**src/hdl/lpmd_pkg.sv**
```systemverilog
// Shared types, widths, register codes and helpers for the pendulum motor drive.
package lpmd_pkg;

  // Multiplier operand and product widths
  localparam int OPA_W  = 25;
  localparam int OPB_W  = 22;
  localparam int PROD_W = OPA_W + OPB_W;

  // Accumulator holds the Q26 feedback and force sums with headroom
  localparam int ACC_W  = 61;

  // Full precision rate, voltage and sample widths
  localparam int SAMP_W = 18;
  localparam int DIFF_W = SAMP_W + 1;
  localparam int RATE_W = 35;
  localparam int VOLT_W = 21;
  localparam int LIM_W  = 20;
  localparam int GAIN_W = 24;
  localparam int INV_W  = 16;
  localparam int K2F_W  = 23;
  localparam int DATA_W = 24;
  localparam int IDX_W  = 4;
  localparam int OUT_W  = 32;

  // Split of a rate into a low unsigned part and a high signed part
  localparam int HI_SHIFT = 21;

  // Q26 to Q12 rounding: add half, drop fourteen bits
  localparam int FRAC_DROP = 14;
  localparam int RND_W     = ACC_W - FRAC_DROP;
  localparam logic signed [ACC_W-1:0] RND_HALF = ACC_W'(64'sd1 <<< (FRAC_DROP - 1));

  // Register indexes
  localparam logic [IDX_W-1:0] REG_GAIN_POSITION   = 4'd0;
  localparam logic [IDX_W-1:0] REG_GAIN_ANGLE      = 4'd1;
  localparam logic [IDX_W-1:0] REG_GAIN_CART_RATE  = 4'd2;
  localparam logic [IDX_W-1:0] REG_GAIN_ANGLE_RATE = 4'd3;
  localparam logic [IDX_W-1:0] REG_INVERSE_PERIOD  = 4'd4;
  localparam logic [IDX_W-1:0] REG_VOLT_LIMIT      = 4'd5;
  localparam logic [IDX_W-1:0] REG_VOLT_TO_FORCE   = 4'd6;
  localparam logic [IDX_W-1:0] REG_RATE_TO_FORCE   = 4'd7;

  // Accumulator operation applied when a product lands
  typedef enum logic [1:0] {
    ACC_NONE,
    ACC_LOAD,
    ACC_ADD,
    ACC_SUB
  } acc_op_t;

  // Left shift of a product before it is accumulated
  typedef enum logic [1:0] {
    SH_NONE,
    SH_FOUR,
    SH_HIGH
  } shift_t;

  typedef struct packed {
    acc_op_t                  op;
    shift_t                   shift;
    logic signed [OPA_W-1:0]  a;
    logic signed [OPB_W-1:0]  b;
  } mac_cmd_t;

  typedef struct packed {
    logic signed [GAIN_W-1:0] gain_position;
    logic signed [GAIN_W-1:0] gain_angle;
    logic signed [GAIN_W-1:0] gain_cart_rate;
    logic signed [GAIN_W-1:0] gain_angle_rate;
    logic [INV_W-1:0]         inverse_period;
    logic [LIM_W-1:0]         volt_limit;
    logic [K2F_W-1:0]         volt_to_force;
    logic [K2F_W-1:0]         rate_to_force;
  } cfg_t;

  // Saturate a rounded value to 32 bits signed
  function automatic logic signed [OUT_W-1:0] sat32(input logic signed [RND_W-1:0] v);
    logic signed [RND_W-1:0] hi;
    logic signed [RND_W-1:0] lo;
    hi = RND_W'(64'sd2147483647);
    lo = RND_W'(-64'sd2147483648);
    if (v > hi) begin
      sat32 = {1'b0, {(OUT_W-1){1'b1}}};
    end else if (v < lo) begin
      sat32 = {1'b1, {(OUT_W-1){1'b0}}};
    end else begin
      sat32 = v[OUT_W-1:0];
    end
  endfunction

endpackage

```
**src/hdl/lpmd_cfg.sv**
```systemverilog
// Configuration register file for gains, sample rate, clip level and force constants.
module lpmd_cfg (
  input  logic                        clk,
  input  logic                        rst,
  input  logic                        wr_en,
  input  logic [lpmd_pkg::IDX_W-1:0]  wr_index,
  input  logic [lpmd_pkg::DATA_W-1:0] wr_data,
  output lpmd_pkg::cfg_t              cfg
);
  import lpmd_pkg::*;

  // Load reset values, then take writes to known indexes and drop the rest
  always_ff @(posedge clk) begin
    if (rst) begin
      cfg.gain_position   <= -24'sd1238514;
      cfg.gain_angle      <= 24'sd3481815;
      cfg.gain_cart_rate  <= -24'sd1041342;
      cfg.gain_angle_rate <= 24'sd317812;
      cfg.inverse_period  <= 16'd100;
      cfg.volt_limit      <= 20'd49152;
      cfg.volt_to_force   <= 23'd1693;
      cfg.rate_to_force   <= 23'd8747;
    end else if (wr_en) begin
      case (wr_index)
        REG_GAIN_POSITION:   cfg.gain_position   <= wr_data[GAIN_W-1:0];
        REG_GAIN_ANGLE:      cfg.gain_angle      <= wr_data[GAIN_W-1:0];
        REG_GAIN_CART_RATE:  cfg.gain_cart_rate  <= wr_data[GAIN_W-1:0];
        REG_GAIN_ANGLE_RATE: cfg.gain_angle_rate <= wr_data[GAIN_W-1:0];
        REG_INVERSE_PERIOD:  cfg.inverse_period  <= wr_data[INV_W-1:0];
        REG_VOLT_LIMIT:      cfg.volt_limit      <= wr_data[LIM_W-1:0];
        REG_VOLT_TO_FORCE:   cfg.volt_to_force   <= wr_data[K2F_W-1:0];
        REG_RATE_TO_FORCE:   cfg.rate_to_force   <= wr_data[K2F_W-1:0];
        default: ;
      endcase
    end
  end

endmodule

```
**src/hdl/lpmd_mac.sv**
```systemverilog
// Shared signed multiplier with a registered product and a shifting accumulator.
module lpmd_mac (
  input  logic                                clk,
  input  logic                                rst,
  input  lpmd_pkg::mac_cmd_t                  cmd,
  output logic signed [lpmd_pkg::PROD_W-1:0]  prod,
  output logic signed [lpmd_pkg::ACC_W-1:0]   acc
);
  import lpmd_pkg::*;

  acc_op_t                  op_d;
  shift_t                   shift_d;
  logic signed [ACC_W-1:0]  prod_ext;
  logic signed [ACC_W-1:0]  term;

  // Multiply stage: register the product and its accumulate command
  always_ff @(posedge clk) begin
    prod    <= cmd.a * cmd.b;
    shift_d <= cmd.shift;
    if (rst) begin
      op_d <= ACC_NONE;
    end else begin
      op_d <= cmd.op;
    end
  end

  // Align the product for the accumulator
  always_comb begin
    prod_ext = ACC_W'(prod);
    case (shift_d)
      SH_NONE: term = prod_ext;
      SH_FOUR: term = prod_ext <<< 2;
      SH_HIGH: term = prod_ext <<< HI_SHIFT;
      default: term = prod_ext;
    endcase
  end

  // Accumulate stage
  always_ff @(posedge clk) begin
    case (op_d)
      ACC_LOAD: acc <= term;
      ACC_ADD:  acc <= acc + term;
      ACC_SUB:  acc <= acc - term;
      default:  acc <= acc;
    endcase
  end

endmodule

```
**src/hdl/lqr_pendulum_motor_drive.sv**
```systemverilog
// LQR state-feedback motor drive: rates, clipped voltage and drive force per sample.
// A new word is taken only in the idle step, once the previous result is registered; the
// single shared multiplier issues eleven products in sequence (two rates, four feedback terms
// with split rate operands, three force terms), plus rounding, clipping, pipeline drain,
// output and idle steps.
// Reset: synchronous; config, sequencer and out_valid reset, previous samples to zero.
module lqr_pendulum_motor_drive (
  input  logic                        clk,
  input  logic                        rst,
  input  logic                        cfg_valid,
  output logic                        cfg_ready,
  input  logic [lpmd_pkg::IDX_W-1:0]  cfg_index,
  input  logic [lpmd_pkg::DATA_W-1:0] cfg_data,
  input  logic                        in_valid,
  output logic                        in_ready,
  input  logic signed [17:0]          cart_position,
  input  logic signed [17:0]          pole_angle,
  output logic                        out_valid,
  input  logic                        out_ready,
  output logic signed [31:0]          drive_force,
  output logic signed [20:0]          motor_voltage,
  output logic                        voltage_clipped,
  output logic signed [31:0]          cart_rate,
  output logic signed [31:0]          angle_rate
);
  import lpmd_pkg::*;

  typedef enum logic [4:0] {
    ST_IDLE,
    ST_MUL_VX,
    ST_MUL_VA,
    ST_KP,
    ST_KA,
    ST_KV_LO,
    ST_KV_HI,
    ST_KW_LO,
    ST_KW_HI,
    ST_DRAIN_V,
    ST_ROUND_V,
    ST_CLIP,
    ST_F_VOLT,
    ST_F_LO,
    ST_F_HI,
    ST_DRAIN_F,
    ST_OUT
  } state_t;

  state_t                    state;
  cfg_t                      cfg;
  mac_cmd_t                  cmd;
  logic signed [PROD_W-1:0]  prod;
  logic signed [ACC_W-1:0]   acc;
  logic signed [ACC_W-1:0]   acc_rnd;
  logic signed [ACC_W-1:0]   neg_rnd;

  logic signed [SAMP_W-1:0]  prev_x;
  logic signed [SAMP_W-1:0]  prev_a;
  logic signed [SAMP_W-1:0]  x_s;
  logic signed [SAMP_W-1:0]  a_s;
  logic signed [DIFF_W-1:0]  dx;
  logic signed [DIFF_W-1:0]  da;
  logic signed [RATE_W-1:0]  vx;
  logic signed [RATE_W-1:0]  va;
  logic signed [RND_W-1:0]   vround;
  logic signed [VOLT_W-1:0]  volt;
  logic                      clipped;
  logic signed [RND_W-1:0]   lim_s;
  logic                      out_free;

  assign cfg_ready = 1'b1;
  assign in_ready  = (state == ST_IDLE);
  assign out_free  = !out_valid || out_ready;
  assign acc_rnd   = acc + RND_HALF;
  assign neg_rnd   = RND_HALF - acc;
  assign lim_s     = RND_W'({1'b0, cfg.volt_limit});

  lpmd_cfg u_cfg (
    .clk      (clk),
    .rst      (rst),
    .wr_en    (cfg_valid && cfg_ready),
    .wr_index (cfg_index),
    .wr_data  (cfg_data),
    .cfg      (cfg)
  );

  lpmd_mac u_mac (
    .clk  (clk),
    .rst  (rst),
    .cmd  (cmd),
    .prod (prod),
    .acc  (acc)
  );

  // Select multiplier operands and accumulate command for each step
  always_comb begin
    cmd.op    = ACC_NONE;
    cmd.shift = SH_NONE;
    cmd.a     = '0;
    cmd.b     = '0;
    case (state)
      ST_MUL_VX: begin
        cmd.a = OPA_W'({1'b0, cfg.inverse_period});
        cmd.b = OPB_W'(dx);
      end
      ST_MUL_VA: begin
        cmd.a = OPA_W'({1'b0, cfg.inverse_period});
        cmd.b = OPB_W'(da);
      end
      ST_KP: begin
        cmd.op = ACC_LOAD;
        cmd.a  = OPA_W'(cfg.gain_position);
        cmd.b  = OPB_W'(x_s);
      end
      ST_KA: begin
        cmd.op = ACC_ADD;
        cmd.a  = OPA_W'(cfg.gain_angle);
        cmd.b  = OPB_W'(a_s);
      end
      ST_KV_LO: begin
        cmd.op = ACC_ADD;
        cmd.a  = OPA_W'(cfg.gain_cart_rate);
        cmd.b  = {1'b0, vx[HI_SHIFT-1:0]};
      end
      ST_KV_HI: begin
        cmd.op    = ACC_ADD;
        cmd.shift = SH_HIGH;
        cmd.a     = OPA_W'(cfg.gain_cart_rate);
        cmd.b     = OPB_W'($signed(vx[RATE_W-1:HI_SHIFT]));
      end
      ST_KW_LO: begin
        cmd.op = ACC_ADD;
        cmd.a  = OPA_W'(cfg.gain_angle_rate);
        cmd.b  = {1'b0, va[HI_SHIFT-1:0]};
      end
      ST_KW_HI: begin
        cmd.op    = ACC_ADD;
        cmd.shift = SH_HIGH;
        cmd.a     = OPA_W'(cfg.gain_angle_rate);
        cmd.b     = OPB_W'($signed(va[RATE_W-1:HI_SHIFT]));
      end
      ST_F_VOLT: begin
        cmd.op    = ACC_LOAD;
        cmd.shift = SH_FOUR;
        cmd.a     = OPA_W'({1'b0, cfg.volt_to_force});
        cmd.b     = OPB_W'(volt);
      end
      ST_F_LO: begin
        cmd.op = ACC_SUB;
        cmd.a  = OPA_W'({1'b0, cfg.rate_to_force});
        cmd.b  = {1'b0, vx[HI_SHIFT-1:0]};
      end
      ST_F_HI: begin
        cmd.op    = ACC_SUB;
        cmd.shift = SH_HIGH;
        cmd.a     = OPA_W'({1'b0, cfg.rate_to_force});
        cmd.b     = OPB_W'($signed(vx[RATE_W-1:HI_SHIFT]));
      end
      default: ;
    endcase
  end

  // Sequencer, sample history and result registers
  always_ff @(posedge clk) begin
    if (rst) begin
      state     <= ST_IDLE;
      out_valid <= 1'b0;
      prev_x    <= '0;
      prev_a    <= '0;
    end else begin
      if (out_valid && out_ready && (state != ST_OUT)) begin
        out_valid <= 1'b0;
      end
      case (state)
        ST_IDLE: begin
          if (in_valid) begin
            x_s    <= cart_position;
            a_s    <= pole_angle;
            dx     <= DIFF_W'(cart_position) - DIFF_W'(prev_x);
            da     <= DIFF_W'(pole_angle) - DIFF_W'(prev_a);
            prev_x <= cart_position;
            prev_a <= pole_angle;
            state  <= ST_MUL_VX;
          end
        end
        ST_MUL_VX:  state <= ST_MUL_VA;
        ST_MUL_VA: begin
          vx    <= prod[RATE_W-1:0];
          state <= ST_KP;
        end
        ST_KP: begin
          va    <= prod[RATE_W-1:0];
          state <= ST_KA;
        end
        ST_KA:      state <= ST_KV_LO;
        ST_KV_LO:   state <= ST_KV_HI;
        ST_KV_HI:   state <= ST_KW_LO;
        ST_KW_LO:   state <= ST_KW_HI;
        ST_KW_HI:   state <= ST_DRAIN_V;
        ST_DRAIN_V: state <= ST_ROUND_V;
        ST_ROUND_V: begin
          // Accumulator holds +sum; voltage is the rounded negation
          vround <= neg_rnd[ACC_W-1:FRAC_DROP];
          state  <= ST_CLIP;
        end
        ST_CLIP: begin
          if (vround > lim_s) begin
            volt    <= VOLT_W'(lim_s);
            clipped <= 1'b1;
          end else if (vround < -lim_s) begin
            volt    <= VOLT_W'(-lim_s);
            clipped <= 1'b1;
          end else begin
            volt    <= vround[VOLT_W-1:0];
            clipped <= 1'b0;
          end
          state <= ST_F_VOLT;
        end
        ST_F_VOLT:  state <= ST_F_LO;
        ST_F_LO:    state <= ST_F_HI;
        ST_F_HI:    state <= ST_DRAIN_F;
        ST_DRAIN_F: state <= ST_OUT;
        ST_OUT: begin
          // Hold until the output register is free
          if (out_free) begin
            drive_force     <= sat32(acc_rnd[ACC_W-1:FRAC_DROP]);
            motor_voltage   <= volt;
            voltage_clipped <= clipped;
            cart_rate       <= sat32(RND_W'(vx));
            angle_rate      <= sat32(RND_W'(va));
            out_valid       <= 1'b1;
            state           <= ST_IDLE;
          end
        end
        default: state <= ST_IDLE;
      endcase
    end
  end

`ifndef SYNTHESIS
  a_start: assert property (@(posedge clk) disable iff (rst)
    (state == ST_IDLE && in_valid) |=> (state == ST_MUL_VX))
    else $error("accepted word did not start the sequence");

  a_rise: assert property (@(posedge clk) disable iff (rst)
    $rose(out_valid) |-> ($past(state) == ST_OUT))
    else $error("result word raised outside the output step");

  a_clip_level: assert property (@(posedge clk) disable iff (rst)
    (out_valid && voltage_clipped) |->
      ((motor_voltage == VOLT_W'({1'b0, cfg.volt_limit})) ||
       (motor_voltage == -VOLT_W'({1'b0, cfg.volt_limit}))))
    else $error("clipped voltage not at the limit");

  a_within_limit: assert property (@(posedge clk) disable iff (rst)
    (out_valid && !voltage_clipped) |->
      ((motor_voltage <= $signed({2'b00, cfg.volt_limit})) &&
       (motor_voltage >= -$signed({2'b00, cfg.volt_limit}))))
    else $error("unclipped voltage beyond the limit");
`endif

endmodule

```
**config.mk**
```make
export PLATFORM = sky130hd
export DESIGN_NAME = lqr_pendulum_motor_drive
export DESIGN_NICKNAME = d
export VERILOG_FILES = /design/src/hdl/lpmd_pkg.sv /design/src/hdl/lpmd_cfg.sv /design/src/hdl/lpmd_mac.sv /design/src/hdl/lqr_pendulum_motor_drive.sv
export SDC_FILE = /design/constraint.sdc
export NUM_CORES = 2
export LEC_CHECK = 0
export BUFFER_PORTS_ARGS = -buffer_cell sky130_fd_sc_hd__buf_2
export CAP_MARGIN = 20
export CORE_ASPECT_RATIO = 2
export CORE_MARGIN = 2
export CORE_UTILIZATION = 35
export CTS_BUF_LIST = sky130_fd_sc_hd__clkbuf_2
export DETAILED_ROUTE_END_ITERATION = 16
export PLACE_DENSITY = 0.61
export SLEW_MARGIN = 10
export SYNTH_ARGS = -nofsm -noshare
export SYNTH_HDL_FRONTEND = slang
export SYNTH_SLANG_ARGS = --single-unit
```
**constraint.sdc**
```tcl
create_clock -name clk -period 32.2 [get_ports clk]
set_input_delay 4.83 -clock clk [delete_from_list [all_inputs] [get_ports clk]]
set_output_delay 4.83 -clock clk [all_outputs]
set_load 0.01 [all_outputs]
```
## Word-level counts from Yosys, hierarchy flattened

Index checks and enable logic that the tools add are counted.

- Output and inout port bits: 121
- Word-level logic and storage cells: 123
- Input port bits: 69
- Register bits after elaboration: 663

- $mul: 1
- $lt $le $gt $ge: 8
- Add/subtract/negate cells: 7
- Reductions and logical operators: 27
- Muxes and demuxes: 17
- Eq/ne operators: 31
- Bitwise operators: 1

Operators by type and width:

| kind | count |
|---|---|
| $pmux 47 s11 | 1 |
| $pmux 61 s3 | 1 |
| $pmux 61 s2 | 1 |
| $mux 32 | 3 |
| $pmux 5 s17 | 1 |
| $gt 35x32->1 const B | 2 |
| $lt 35x32->1 const B | 2 |
| $add 61x15->61 const B | 1 |
| $add 61x61->61 | 1 |
| $sub 15x61->61 const A | 1 |
| $sub 61x61->61 | 1 |
| $gt 47x21->1 | 1 |
| $gt 47x32->1 const B | 1 |
| $lt 47x32->1 const B | 1 |
| $lt 47x47->1 | 1 |
| $mul 25x22->47 | 1 |
| $neg 20->47 | 1 |
| $eq 5x4->1 const B | 8 |
| $sub 18x18->19 | 2 |
| $reduce_and 2->1 | 14 |
| $mux 21 | 1 |
| $eq 5x3->1 const B | 4 |
| $mux 20 | 1 |
| $eq 4x3->1 const B | 4 |
| other kinds (24) | 37 |

## Depth between registers and ports, before layout

- Depth after elaboration: 5
- Depth in mapped cells: 37
- Mapped depth without buffers: 32

## Modules after synthesis

From an unflattened synthesis, not the netlist that was laid out.

- Cells, all modules: 5845
- Area total of the unflattened synthesis: 56943.4 sq um

By module, submodules not included:

| module | area an instance (sq um) | cells each | seq. area each (sq um) | times used |
|---|---|---|---|---|
| lpmd_mac | 29383.2 | 3340 | 2852.7 | 1 |
| lqr_pendulum_motor_drive | 20534.7 | 1864 | 10780.3 | 1 |
| lpmd_cfg | 7025.5 | 641 | 3563.4 | 1 |

## Worst setup path after synthesis

No wires, ideal clock.

- Path type: input to register
- From: input port rst
- To: register angle_rate[0], enable pin
- Data required time: 31436 ps
- Arrival: 13835 ps
- Stages: 3
- Slack: 17601 ps
- Library setup time: 764 ps
- Cell sequence: clkbuf_1 > clkbuf_1 > nor3b_1

- Cells in the longest elaborated chain, start to end: 2

Ends and longest elaborated chain:

| what | RTL line | RTL |
|---|---|---|
| start: declaration | lqr_pendulum_motor_drive.sv:9 | `input logic rst,` |
| $not 1->1 (no line) | n/a |  |
| $reduce_and 3->1 (no line) | n/a |  |
| end signal: assignment | lqr_pendulum_motor_drive.sv:229 | `angle_rate <= sat32(RND_W'(va));` |
| end: declaration | lqr_pendulum_motor_drive.sv:24 | `output logic signed [31:0] angle_rate` |

Every way passes these cells.
A chain may end at the register's enable or synchronous reset.

## Final worst setup path

- From: register state[4]
- To: register u_mac.prod[40] (netlist name)

- Cells in the longest elaborated chain, start to end: 3
- Elaborated cells between the ends (all ways): 13
- Classes of those cells: mul: 1; eq/ne: 11; mux: 1

Ends and longest elaborated chain:

| what | RTL line | RTL |
|---|---|---|
| start: declaration | lqr_pendulum_motor_drive.sv:48 | `state_t state;` |
| start signal: assignment | lqr_pendulum_motor_drive.sv:165 | `state <= ST_IDLE;` |
| start signal: assignment | lqr_pendulum_motor_drive.sv:182 | `state <= ST_MUL_VX;` |
| start signal: assignment | lqr_pendulum_motor_drive.sv:185 | `ST_MUL_VX: state <= ST_MUL_VA;` |
| $eq 5x4->1, or another cell as far along | lqr_pendulum_motor_drive.sv:100 | `case (state)` |
| $pmux 47 s11 (*) | lqr_pendulum_motor_drive.sv:100 |  |
| $mul 25x22->47 (*) | lpmd_mac.sv:18 | `prod <= cmd.a * cmd.b;` |
| end signal: assignment | lpmd_mac.sv:18 |  |
| end: declaration | lpmd_mac.sv:6 | `output logic signed [lpmd_pkg::PROD_W-1:0] prod,` |

Every way passes the cells marked *; elsewhere a longest branch is shown, timed or not.

==> summary.md <==
| Metric | Value |
|---|---|
| Detailed-route via count | 45200 |
| Total gr overflow | 0 |
| Worst-path fanout max | 18 |
| R2R Setup Slk | 21.12 ns |
| First-pass detailed-route iteration total | 6 |
| Post-synth EDFFs | 392 |
| Vias/cell | 5.47 |
| Comb power frac | 45.9% |
| Port Buffers | 188 |
| Synth Flop Type | edfxtp_1 |
| WL/cell | 26.3 µm |
| First-pass GRT wire length | 313000 µm |
| Die area | 160000 µm² |
| Core Box Area | 156000 µm² |
| Worst reg2reg path depth | 31 |
| CP max stage delay | 0.84 ns |
| Max-Cap Viols | 0 |
| Worst-path clk slew | 0.15 ns |
| Initial core utilization | 35.2% |
| Min-Delay Path Class | flip-flop to flip-flop |
| 1st-iter DRT viols | 3940 |
| Ys Warns | 0 |
| Final cycle utilization of the critical path | 34.4% |
| Worst path most repeated cell | fa_1 |
| Fmax achieved | 90.2 MHz |
| #FFs+latches synth | 663 |
| Status | finished clean |
| Initial antenna violation count | 19 |
| Slew margin rel. | 21.9% |
| P_int | 1.70 mW |
| Commonest non-fill, non-tap cells in the layout | nand2_1 (994), inv_1 (739), fa_1 (550), edfxtp_1 (392), nor2_1 (368) |
| Reg-to-Reg End | u_mac.prod[40] |
| Register share of total power | 34.8% |
| Hold Fails Final Rpt | 0 |
| Reg-to-Reg Start | state[4] |
| Switching Fraction | 45.9% |
| Post-synth cell types | 91 |
| Kind of critical path | flip-flop to flip-flop |
| Asr flop ratio synth | 0% |
| Synth Net Count | 6844 |
| Sw Pwr | 1.44 mW |
| Final WS setup | 21.12 ns |
| Crit path DAT | 12.57 ns |
| DRC | 0 |
| Worst path slowest cell | nor2_1 |
| Die Wd | 284 µm |
| Leak | 25.4 nW |
| Slew Viols, Final | 0 |
| Rows | 205 |
| Cts repair resizes | 0 |
| CTS tree | built |
| Clock Power Share | 19.3% |
| Vias in the first global route | 46800 |
| Clock buffer depth | 3 |
| Die height | 564 µm |
| Remaining antenna violation count after routing | 0 |
| Area Overhead vs Synth | 8.87% |
| Largest net degree at the start of global routing | 99 |
| Hpwl dp | 169000 µm |
| Worst skew pair latency | 1.62 ns |
| Final setup vio count | 0 |
| Worst slack, placed | 21.37 ns |
| Max VDD drop | 32.7 µV |
| CTS root buffer | clkbuf_2 |
| Worst setup EP type | flip-flop |
| Worst Clk Skew | 0.138 ns |
| RePlAce Congestion | 1.00 |
| Gr usage total | 27.0% |
| Commonest non-fill, non-tap cell in the layout | nand2_1 |
| Top Ports | 190 |
| Setup TNS | 0 ns |
| Startpoint types | flip-flop |
| Post-CTS Hold Buffers | 0 |
| DRT Wirelength | 217000 µm |
| Crit path to | u_mac.prod[40] |
| Average size of a mapped cell | 9.26 µm² |
| Worst Setup SP | state[4] |
| Unrepaired setup endpoints after global routing | no |
| Post-layout net count | 6973 |
| Pwr/cell area | 52.7 nW/µm² |
| Critical Path RT | 33.69 ns |
| Slew @ Worst Pin | 1.17 ns |
| Clk sinks | 663 |
| H-tree depth | 4 |
| Layout cells sized above 1 | 10.3% |
| Post-CTS Setup Inserts | 0 |
| Post-Synthesis Cells | 5915 |
| Syn Std Cell Area | 54800 µm² |
| CTS buffer count | 156 |
| Minimum clock period | 11.08 ns |
| Sequential fraction of the synthesis area | 31.4% |
cell families after synthesis:
logic type	after synthesis	synth area share, %
adder cells (fa/ha/maj)	860	27.2
multiplexers	39	0.715
other	1	0.00684
XOR/XNOR	284	4.54
AO/OA/AOI/OAI	1062	12.7
buffers and inverters	1065	7.49
AND/OR/NAND/NOR	1941	16.0
flip-flops	663	31.4
metrics by stage:
step	total power [mW]	cells	hold WS (ns)	area (µm²)	utilization, %
6_report	3.14	8258	0.461	59600	38.3
4_1_cts	3.15	8244	0.462	59600	38.3
3_5_place_dp	2.52	7954	0.414	58000	37.3
2_1_floorplan	2.02	5915	0.400	54800	-
5_1_grt	3.34	8247	0.437	59600	38.3
3_3_place_gp	2.52	7952	0.415	58000	37.3
synthesized netlist by cell type, drive strengths merged, types with 19 or more instances:
library cell / count / area [µm²]
nor3: 85 / 445
or3: 29 / 191
and3: 45 / 282
fa: 550 / 11000
a221o: 30 / 300
a222oi: 19 / 190
edfxtp: 392 / 11800
nand4: 43 / 275
clkbuf: 277 / 1060
nand3: 93 / 475
nor2: 376 / 1410
nor2b: 44 / 275
buf: 47 / 266
nand3b: 67 / 503
a22oi: 84 / 631
o21a: 89 / 668
xor2: 130 / 1140
nor3b: 19 / 143
nand2b: 25 / 156
a21o: 80 / 601
nor4: 25 / 196
ha: 310 / 3880
nand2: 995 / 3740
a221oi: 22 / 224
dfxtp: 271 / 5430
o21ai: 195 / 976
and2: 48 / 300
a21oi: 341 / 1710
xnor2: 154 / 1350
a31oi: 32 / 200
or2: 20 / 125
inv: 740 / 2780
mux2i: 38 / 380
worst max-delay path: cells and delay by family, from the launching register on:
family                     cells  cell delay [ns]
buffers and inverters          4             0.99
AOI/OAI and AO/OA             12             2.63
adders and majority gates      8             4.22
DFF                            1             0.42
xor gates and xnor gates       1             0.13
and+or+nand+nor                6             2.58
metal layers:
metal / track usage, % / part of all wire (%) / vias up / wire [µm]
met2: 47.7 / 50 / 1996 / 109000
li1: - / - / 20000 / -
met4: 25.3 / 11 / 4 / 24400
met3: 4.25 / 5.7 / 793 / 12300
met5: 0 / 0.011 / - / 24
met1: 27.2 / 33 / 22400 / 71600
power groups by stage:
stage | sequential (mW) | clock [mW] | combinational, mW
after global routing | 1.09 | 0.662 | 1.59
after floorplan | 1.02 | 0 | 0.994
final | 1.09 | 0.608 | 1.44
after CTS | 1.09 | 0.627 | 1.43
after detailed placement | 1.11 | 0 | 1.41
after global placement | 1.11 | 0 | 1.41
flip-flops by register name (all words and copies together) (netlist names), 2 cells and up:
name	count
prev_x	18
cart_rate	32
vround	47
u_mac.acc	61
va	35
state	5
vx	35
prev_a	18
drive_force	32
volt	21
x_s	18
dx	19
a_s	18
u_mac.prod	47
u_mac.shift_d	2
motor_voltage	21
u_cfg.cfg	178
angle_rate	32
u_mac.op_d	2
da	19
final cells by class:
| cell class | instances | area, µm² |
|---|---|---|
| repair buffers | 295 | 1810 |
| clock buffers | 222 | 1110 |
| multi-input cells | 4187 | 33700 |
| well taps | 2070 | 2590 |
| fillers | 15900 | 96000 |
| flip-flops and latches | 663 | 17200 |
| clock inverters | 68 | 404 |
| inverters | 741 | 2780 |
| diodes | 12 | 30.0 |
worst min path at each step:
stage	from	to	cells after the start
floorplan	clipped	voltage_clipped	0
global placement	clipped	voltage_clipped	0
detailed placement	clipped	voltage_clipped	0
CTS	u_cfg.cfg[111]	u_cfg.cfg[111]	2
global route	clipped	voltage_clipped	0
finish	prev_a[5]	prev_a[5]	2
Power figures use the tool's default switching activity.
